<file path="src/hw/rtl/gda_pkg.sv">
package gda_pkg;

    localparam logic [1:0] CMD_ADD  = 2'd0;
    localparam logic [1:0] CMD_SUB  = 2'd1;
    localparam logic [1:0] CMD_DIFF = 2'd2;

    localparam logic [13:0] LAST_YEAR   = 14'd9999;
    localparam logic [3:0]  LAST_MONTH  = 4'd12;
    localparam logic [21:0] LAST_DAYNUM = 22'd3652058;

    typedef struct packed {
        logic [13:0] year;
        logic [3:0]  month;
        logic [4:0]  day;
    } date_t;

    function automatic logic [4:0] month_len(input logic [3:0] m);
        logic [4:0] n;
        case (m) inside
            4'd2:                      n = 5'd28;
            4'd4, 4'd6, 4'd9, 4'd11:   n = 5'd30;
            default:                   n = 5'd31;
        endcase
        return n;
    endfunction

    // days before the first of month m in a common year
    function automatic logic [8:0] cum_days(input logic [3:0] m);
        logic [8:0] n;
        case (m)
            4'd2:    n = 9'd31;
            4'd3:    n = 9'd59;
            4'd4:    n = 9'd90;
            4'd5:    n = 9'd120;
            4'd6:    n = 9'd151;
            4'd7:    n = 9'd181;
            4'd8:    n = 9'd212;
            4'd9:    n = 9'd243;
            4'd10:   n = 9'd273;
            4'd11:   n = 9'd304;
            4'd12:   n = 9'd334;
            default: n = 9'd0;
        endcase
        return n;
    endfunction

endpackage

</file>
<file path="src/hw/rtl/gregorian_date_arithmetic_unit.sv">
// channel    handshake              payload
// request    req_valid/req_ready    command year month day day_count other_*
// response   rsp_valid/rsp_ready    out_year out_month out_day day_difference flags
//
// Twelve-stage pipeline, one request per cycle while req_ready is high.
// Depth comes from the date/day-number conversions, at most one
// constant multiply on any stage path.
// Reset clears only the stage valid bits.
// Each stage holds while the one after it is full and not moving, so a
// stalled response leaves room for requests in the empty stages upstream.
module gregorian_date_arithmetic_unit (
    input  logic        clk,
    input  logic        rst_n,
    input  logic        req_valid,
    output logic        req_ready,
    input  logic [1:0]  command,
    input  logic [13:0] year,
    input  logic [3:0]  month,
    input  logic [4:0]  day,
    input  logic [21:0] day_count,
    input  logic [13:0] other_year,
    input  logic [3:0]  other_month,
    input  logic [4:0]  other_day,
    output logic        rsp_valid,
    input  logic        rsp_ready,
    output logic [13:0] out_year,
    output logic [3:0]  out_month,
    output logic [4:0]  out_day,
    output logic [21:0] day_difference,
    output logic        first_earlier,
    output logic        dates_equal,
    output logic        range_error
);

    localparam int NSTAGE = 12;

    typedef struct packed {
        logic [21:0] diff;
        logic        lt;
        logic        eq;
        logic        err;
        logic        date_en;
    } side_t;

    logic [NSTAGE-1:0] v_reg;
    logic [NSTAGE-1:0] free;

    logic [1:0]     cmd_reg [4];
    logic [21:0]    cnt_reg [4];
    gda_pkg::date_t da_reg;
    gda_pkg::date_t db_reg;

    logic [21:0]    num_a;
    logic [21:0]    num_b;

    logic [22:0]    sum;
    logic [21:0]    r_next;
    side_t          side_next;
    logic [21:0]    r_reg;
    side_t          side_reg [4:10];

    gda_pkg::date_t res_date;

    logic [13:0]    out_year_reg;
    logic [3:0]     out_month_reg;
    logic [4:0]     out_day_reg;
    logic [21:0]    diff_reg;
    logic           lt_reg;
    logic           eq_reg;
    logic           err_reg;

    always_comb
    begin
        free[NSTAGE-1] = !v_reg[NSTAGE-1] || rsp_ready;
        for (int i = NSTAGE - 2; i >= 0; i--)
            free[i] = !v_reg[i] || free[i+1];
    end

    always_ff @(posedge clk or negedge rst_n)
    begin
        if (!rst_n)
            v_reg <= '0;
        else
        begin
            if (free[0])
                v_reg[0] <= req_valid;
            for (int i = 1; i < NSTAGE; i++)
            begin
                if (free[i])
                    v_reg[i] <= v_reg[i-1];
            end
        end
    end

    always_ff @(posedge clk)
    begin
        if (free[0])
        begin
            cmd_reg[0]   <= command;
            cnt_reg[0]   <= day_count;
            da_reg.year  <= year;
            da_reg.month <= month;
            da_reg.day   <= day;
            db_reg.year  <= other_year;
            db_reg.month <= other_month;
            db_reg.day   <= other_day;
        end
        for (int i = 1; i < 4; i++)
        begin
            if (free[i])
            begin
                cmd_reg[i] <= cmd_reg[i-1];
                cnt_reg[i] <= cnt_reg[i-1];
            end
        end
    end

    gda_date2num u_d2n_a (
        .clk    (clk),
        .load   (free[3:1]),
        .date   (da_reg),
        .daynum (num_a)
    );

    gda_date2num u_d2n_b (
        .clk    (clk),
        .load   (free[3:1]),
        .date   (db_reg),
        .daynum (num_b)
    );

    always_comb
    begin
        sum               = {1'b0, num_a} + {1'b0, cnt_reg[3]};
        r_next            = '0;
        side_next.diff    = '0;
        side_next.lt      = (num_a < num_b);
        side_next.eq      = (num_a == num_b);
        side_next.err     = 1'b0;
        side_next.date_en = 1'b0;
        unique case (cmd_reg[3])
            gda_pkg::CMD_ADD:
            begin
                side_next.date_en = 1'b1;
                if (sum > {1'b0, gda_pkg::LAST_DAYNUM})
                begin
                    side_next.err = 1'b1;
                    r_next        = gda_pkg::LAST_DAYNUM;
                end
                else
                    r_next = sum[21:0];
            end
            gda_pkg::CMD_SUB:
            begin
                side_next.date_en = 1'b1;
                if (cnt_reg[3] > num_a)
                    side_next.err = 1'b1;
                else
                    r_next = num_a - cnt_reg[3];
            end
            gda_pkg::CMD_DIFF:
                side_next.diff = (num_a > num_b) ? (num_a - num_b) : (num_b - num_a);
            default:
                side_next.diff = '0;
        endcase
    end

    always_ff @(posedge clk)
    begin
        if (free[4])
        begin
            r_reg       <= r_next;
            side_reg[4] <= side_next;
        end
        for (int i = 5; i <= 10; i++)
        begin
            if (free[i])
                side_reg[i] <= side_reg[i-1];
        end
    end

    gda_num2date u_n2d (
        .clk    (clk),
        .load   (free[10:5]),
        .daynum (r_reg),
        .date   (res_date)
    );

    always_ff @(posedge clk)
    begin
        if (free[11])
        begin
            out_year_reg  <= side_reg[10].date_en ? res_date.year  : 14'd0;
            out_month_reg <= side_reg[10].date_en ? res_date.month : 4'd0;
            out_day_reg   <= side_reg[10].date_en ? res_date.day   : 5'd0;
            diff_reg      <= side_reg[10].diff;
            lt_reg        <= side_reg[10].lt;
            eq_reg        <= side_reg[10].eq;
            err_reg       <= side_reg[10].err;
        end
    end

    assign req_ready      = free[0];
    assign rsp_valid      = v_reg[NSTAGE-1];
    assign out_year       = out_year_reg;
    assign out_month      = out_month_reg;
    assign out_day        = out_day_reg;
    assign day_difference = diff_reg;
    assign first_earlier  = lt_reg;
    assign dates_equal    = eq_reg;
    assign range_error    = err_reg;

endmodule

</file>
<file path="src/hw/rtl/gda_date2num.sv">
module gda_date2num (
    input  logic                clk,
    input  logic [2:0]          load,
    input  gda_pkg::date_t      date,
    output logic [21:0]         daynum
);

    logic [13:0] yc;
    logic [3:0]  mc;
    logic [13:0] y1;
    logic [26:0] prod;

    logic [13:0] y1_reg;
    logic [7:0]  q1_reg;
    logic [3:0]  m_reg;
    logic [4:0]  d_reg;

    logic [13:0] rem100;
    logic        cent;
    logic        leap;
    logic        feb_adj;
    logic [4:0]  mlen;
    logic [4:0]  dc;
    logic [8:0]  yday;
    logic [21:0] ybase;

    logic [8:0]  yday_reg;
    logic [21:0] ybase_reg;
    logic [21:0] daynum_reg;

    // clamp, (year-1)/100 by reciprocal
    always_comb
    begin
        if (date.year == 14'd0)
            yc = 14'd1;
        else if (date.year > gda_pkg::LAST_YEAR)
            yc = gda_pkg::LAST_YEAR;
        else
            yc = date.year;
        if (date.month == 4'd0)
            mc = 4'd1;
        else if (date.month > gda_pkg::LAST_MONTH)
            mc = gda_pkg::LAST_MONTH;
        else
            mc = date.month;
        y1   = yc - 14'd1;
        prod = 27'(y1) * 27'd5243;
    end

    always_comb
    begin
        rem100  = y1_reg - 14'(15'(q1_reg) * 15'd100);
        cent    = (rem100 == 14'd99);
        leap    = ((y1_reg[1:0] == 2'b11) && !cent) || (cent && (q1_reg[1:0] == 2'b11));
        feb_adj = leap && (m_reg > 4'd2);
        mlen    = gda_pkg::month_len(m_reg) + {4'd0, (m_reg == 4'd2) && leap};
        if (d_reg == 5'd0)
            dc = 5'd1;
        else if (d_reg > mlen)
            dc = mlen;
        else
            dc = d_reg;
        yday  = gda_pkg::cum_days(m_reg) + {8'd0, feb_adj} + {4'd0, dc} - 9'd1;
        ybase = 22'(y1_reg) * 22'd365 + {10'd0, y1_reg[13:2]}
                - {14'd0, q1_reg} + {16'd0, q1_reg[7:2]};
    end

    always_ff @(posedge clk)
    begin
        if (load[0])
        begin
            y1_reg <= y1;
            q1_reg <= prod[26:19];
            m_reg  <= mc;
            d_reg  <= date.day;
        end
        if (load[1])
        begin
            yday_reg  <= yday;
            ybase_reg <= ybase;
        end
        if (load[2])
            daynum_reg <= ybase_reg + {13'd0, yday_reg};
    end

    assign daynum = daynum_reg;

endmodule

</file>
<file path="src/hw/rtl/gda_num2date.sv">
module gda_num2date (
    input  logic                clk,
    input  logic [5:0]          load,
    input  logic [21:0]         daynum,
    output gda_pkg::date_t      date
);

    logic [44:0] p400;
    logic [21:0] n_reg;
    logic [4:0]  c400_reg;

    logic [21:0] r400;
    logic [17:0] r_reg;
    logic [4:0]  c400b_reg;

    logic [1:0]  c100;
    logic [15:0] r2;
    logic [15:0] r2_reg;
    logic [1:0]  c100_reg;
    logic [4:0]  c400c_reg;

    logic [31:0] p4;
    logic [15:0] r2b_reg;
    logic [4:0]  c4_reg;
    logic [1:0]  c100b_reg;
    logic [4:0]  c400d_reg;

    logic [15:0] r3w;
    logic [13:0] ypart;
    logic [10:0] r3_reg;
    logic [13:0] ypart_reg;
    logic [4:0]  c4b_reg;
    logic [1:0]  c100c_reg;

    logic [1:0]  c1;
    logic [10:0] r4w;
    logic [8:0]  r4_reg;
    logic [13:0] y_reg;
    logic        leap_reg;

    logic [3:0]  mo;
    logic [8:0]  before_mo;

    always_comb
    begin
        p400 = 45'(daynum) * 45'd7525902;
        r400 = n_reg - 22'(23'(c400_reg) * 23'd146097);
        c100 = 2'({1'b0, r_reg >= 18'd36524} + {1'b0, r_reg >= 18'd73048}
                  + {1'b0, r_reg >= 18'd109572});
        r2   = 16'(r_reg - 18'(20'(c100) * 20'd36524));
        p4   = 32'(r2_reg) * 32'd91868;
        r3w  = r2b_reg - 16'(16'(c4_reg) * 16'd1461);
        ypart = 14'(c400d_reg) * 14'd400 + 14'(c100b_reg) * 14'd100
                + {7'd0, c4_reg, 2'b00} + 14'd1;
        c1   = 2'({1'b0, r3_reg >= 11'd365} + {1'b0, r3_reg >= 11'd730}
                  + {1'b0, r3_reg >= 11'd1095});
        r4w  = r3_reg - 11'(11'(c1) * 11'd365);
    end

    always_ff @(posedge clk)
    begin
        if (load[0])
        begin
            n_reg    <= daynum;
            c400_reg <= p400[44:40];
        end
        if (load[1])
        begin
            r_reg     <= r400[17:0];
            c400b_reg <= c400_reg;
        end
        if (load[2])
        begin
            r2_reg    <= r2;
            c100_reg  <= c100;
            c400c_reg <= c400b_reg;
        end
        if (load[3])
        begin
            r2b_reg   <= r2_reg;
            c4_reg    <= p4[31:27];
            c100b_reg <= c100_reg;
            c400d_reg <= c400c_reg;
        end
        if (load[4])
        begin
            r3_reg    <= r3w[10:0];
            ypart_reg <= ypart;
            c4b_reg   <= c4_reg;
            c100c_reg <= c100b_reg;
        end
        if (load[5])
        begin
            r4_reg   <= r4w[8:0];
            y_reg    <= ypart_reg + {12'd0, c1};
            leap_reg <= (c1 == 2'd3) && ((c4b_reg != 5'd24) || (c100c_reg == 2'd3));
        end
    end

    always_comb
    begin
        mo = 4'd1;
        for (int k = 2; k <= 12; k++)
        begin
            if (r4_reg >= gda_pkg::cum_days(4'(k)) + {8'd0, leap_reg && (k > 2)})
                mo = 4'(k);
        end
        before_mo  = gda_pkg::cum_days(mo) + {8'd0, leap_reg && (mo > 4'd2)};
        date.year  = y_reg;
        date.month = mo;
        date.day   = 5'(r4_reg - before_mo + 9'd1);
    end

endmodule

</file>
<file path="config.mk">
export PLATFORM = sky130hd
export DESIGN_NAME = gregorian_date_arithmetic_unit
export DESIGN_NICKNAME = d
export VERILOG_FILES = /design/src/hw/rtl/gda_pkg.sv /design/src/hw/rtl/gregorian_date_arithmetic_unit.sv /design/src/hw/rtl/gda_date2num.sv /design/src/hw/rtl/gda_num2date.sv
export SDC_FILE = /design/constraint.sdc
export NUM_CORES = 2
export LEC_CHECK = 0
export ABC_CLOCK_PERIOD_IN_PS = 22000
export BUFFER_PORTS_ARGS = -buffer_cell sky130_fd_sc_hd__buf_2
export CAP_MARGIN = 40
export CORE_MARGIN = 2
export CORE_UTILIZATION = 70
export DETAILED_ROUTE_END_ITERATION = 10
export HOLD_SLACK_MARGIN = 0.1
export PLACE_DENSITY = 0.95
export SYNTH_ARGS = -nofsm -noshare
export SYNTH_HDL_FRONTEND = slang
export SYNTH_HIERARCHICAL = 1
export SYNTH_SLANG_ARGS = --single-unit
</file>
<file path="constraint.sdc">
create_clock -name clk -period 22 [get_ports clk]
set_input_delay 3.3 -clock clk [delete_from_list [all_inputs] [get_ports clk]]
set_output_delay 3.3 -clock clk [all_outputs]
set_load 0.05 [all_outputs]
</file>
==> flow_summary_export.csv <==
group,metric,value,unit
outcome,status,"finished, final reports clean",
worst_setup_path,r2r_cells,28,
detailed_routing,wl,153.9,mm
floorplan,die_x,308.7,um
worst_setup_path,slowest_stage,"nor2_1",
hold_path,whs_endpoint,"cnt_reg[3][19]",
placement,port_buffers,123,
clock_network,cts_tree,"built",
global_routing,grt_max_degree,74,
detailed_routing,dr.first_iter.drc_count,3603,
clock_network,clock_path_buffers,3,
yosys,ys_seq_area_frac,0.3318,
floorplan,fp.coreArea,91800,um^2
clock_network,postCtsHoldBufs,0,
final_layout,fill_cells,5152,
worst_setup_path,reg2reg_to,"u_d2n_b/q1_reg[7]",
detailed_routing,via_count,44278,
clock_network,clk_pin_slew,0.06,ns
global_routing,grt_usage,0.3313,
floorplan,rows,111,
clock_network,post_cts_resize_count,0,
sta,fin_crit,9.794,ns
hold_path,holdPathStages,0,
worst_setup_path,critPathLaunchType,"input port",
floorplan,die_h,308.7,um
worst_setup_path,end_kind,"primary output",
detailed_routing,viasPerCell,6.176,
worst_setup_path,cp_slowest_stage_delay,0.42,ns
worst_setup_path,rr_startpoint,"db_reg[15]",
clock_network,clkSinkCount,720,
final_layout,final_cell_mix,"inv_1 (1197), ha_1 (1062), edfxtp_1 (708)",
hold_path,hold_start,"cnt_reg[2][19]",
sta,worstMarginPinSlew,0.9936,ns
final_layout,nNetsFinal,7616,
worst_setup_path,r2r_setup_slack,12.92,ns
placement,gp_congestion,0.9679,
clock_network,cts_setup_buffers,0,
final_layout,n_antenna_cell,0,
yosys,syn_inst,5699,
final_layout,drive_above_1_share,0.06396,
sta,setup_tns,0,ns
yosys,ys_warn_count,6,
detailed_routing,ant_nets,0,
global_routing,antenna_found_initial,3,
clock_network,htree_levels,3,
detailed_routing,drt-pass1-iter-count,8,
worst_setup_path,crit_arrival,6.49,ns
detailed_routing,drc_errors,0,
clock_network,cts-root-buf,"clkbuf_16",
sta,report.final.slew_viol_count,0,
sta,hold_viol,0,
floorplan,io_pins,124,
clock_network,clock_latency,0.67,ns
sta,finalClockSkew,0.05453,ns
sta,rsz0062_at_grt,"no",
yosys,synth_edf_count,708,
placement,dp_hpwl,116.5,mm
hold_path,min_path_type,"reg2reg",
worst_setup_path,crit_required,18.70,ns
global_routing,grt-ovfl-total,0,
worst_setup_path,cp_max_fo,52,
clock_network,numCtsBuffers,77,
floorplan,initial_core_util,0.7078,
floorplan,die_area,95280,um^2
yosys,async_flop_share,0.01667,
yosys,ys_seq_elements,720,
global_routing,grt_pass1_wl,247.6,mm
sta,max_slew_margin,0.3315,
worst_setup_path,worstPathCellList,"buf_2 -> nor2b_1 -> nand2_2 -> buf_4 -> nor2_1 -> nand3_2 -> buf_4 -> nor2_1 -> nand3_4 -> inv_1 -> nand3_4 -> buf_2",
flow_run,drv_cap,0,
worst_setup_path,path_class,"in2out",
final_layout,synthToLayoutAreaGrowth,7.538,%
yosys,netlist_area,64980,um^2
final_layout,largest_reg_flops,182,
final_layout,final_common_cell,"inv_1",
detailed_routing,routedWlPerCell,21.47,um
sta,setup_viol,0,
yosys,synth_ff_type,"edfxtp_1",
global_routing,grt_pass1_vias,48374,
yosys,synth_cell_types,111,
yosys,syn_area_per_cell,11.40,um^2
sta,min_period_over_period,0.4452,
sta,max_freq,102.1,MHz
-- area by class of cell --
| cell class | count | area (um^2) | share of cell area |
|---|---|---|---|
| clock inverter | 55 | 787.0 | 0.01126 |
| multi-input combinational | 3715 | 38690 | 0.5537 |
| timing repair buffer | 146 | 804.5 | 0.01151 |
| inverter | 1203 | 4517 | 0.06464 |
| clock buffer | 87 | 1964 | 0.02811 |
| tap | 1243 | 1555 | 0.02226 |
| sequential | 720 | 21560 | 0.3085 |
-- synth_stat cells, types with 15 or more instances --
| library cell | count | area [um^2] |
|---|---|---|
| nand2_1 | 148 | 555.5 |
| nor2b_1 | 51 | 319.1 |
| nor2_1 | 230 | 863.3 |
| a31oi_1 | 33 | 206.5 |
| o21ai_0 | 133 | 665.6 |
| a21o_1 | 86 | 645.6 |
| nor4_1 | 16 | 100.1 |
| clkbuf_1 | 43 | 161.4 |
| a221oi_1 | 20 | 175.2 |
| ha_1 | 1062 | 13290 |
| nor3_1 | 68 | 340.3 |
| a21boi_0 | 16 | 120.1 |
| or2_2 | 18 | 112.6 |
| nand3_1 | 86 | 430.4 |
| nand2b_1 | 53 | 331.6 |
| buf_2 | 15 | 75.07 |
| o21a_1 | 33 | 247.7 |
| o21ai_1 | 31 | 155.2 |
| xor2_1 | 99 | 867.1 |
| nand4_1 | 31 | 193.9 |
| and2_1 | 42 | 262.8 |
| or3_1 | 17 | 106.4 |
| o22ai_1 | 17 | 106.4 |
| and3_1 | 31 | 193.9 |
| o21bai_1 | 29 | 217.7 |
| mux2i_1 | 17 | 170.2 |
| inv_1 | 1200 | 4504 |
| edfxtp_1 | 708 | 21260 |
| fa_1 | 617 | 12350 |
| a211oi_1 | 21 | 157.7 |
| xnor2_1 | 193 | 1690 |
| o211ai_1 | 31 | 232.7 |
| a21oi_1 | 249 | 1246 |
-- stage by stage --
stage / hold WS [ns] / instances / worst slack, ns / utilization / instance area, um^2
finish: 0.3912 / 7169 / 12.21 / 0.7612 / 69880
detailed placement: 0.4045 / 7027 / 12.21 / 0.7312 / 67130
CTS: 0.3966 / 7169 / 12.18 / 0.7612 / 69880
floorplan: 0.4003 / 5701 / 7.470 / - / 64990
global placement: 0.4004 / 7021 / 12.35 / 0.7305 / 67070
global route: 0.4086 / 7169 / 11.91 / 0.7612 / 69880
-- layer usage --
| metal | global-route usage | part of all wire | vias to the layer above |
|---|---|---|---|
| li1 | - | - | 19631 |
| met1 | 0.3755 | 0.36 | 21681 |
| met2 | 0.6025 | 0.52 | 2219 |
| met3 | 0.04885 | 0.065 | 743 |
| met4 | 0.1786 | 0.061 | 4 |
| met5 | 0 | 0.00014 | - |
-- critical path: cells and delay by family --
family | cells | cell delay [ns]
AND/OR/NAND/NOR | 7 | 1.86
buffers and inverters | 5 | 1.31
-- cell families (layout without fill, tap and decap cells) --
family	Yosys count	after routing	share of synthesized area
compound gates	866	866	0.09044
xor+xnor	292	292	0.03936
fa+ha+maj	1679	1679	0.3946
buf+inv	1266	1491	0.07377
flops	720	720	0.3318
mux	27	27	0.004409
other cells	2	4	0.0001156
simple gates	847	847	0.06553
-- worst max path at each step --
stage | start | endpoint | slack [ns] | depth (start not counted)
after floorplan | rsp_ready | req_ready | 7.47 | 8
after global placement | rsp_ready | req_ready | 12.35 | 12
after detailed placement | rsp_ready | req_ready | 12.21 | 12
after CTS | rsp_ready | req_ready | 12.18 | 12
after global routing | rsp_ready | req_ready | 11.91 | 12
final | rsp_ready | req_ready | 12.21 | 12
Power is left out: the tool's default activity adds up to more than one toggle a clock period on the data nets, which glitch-free logic cannot reach.
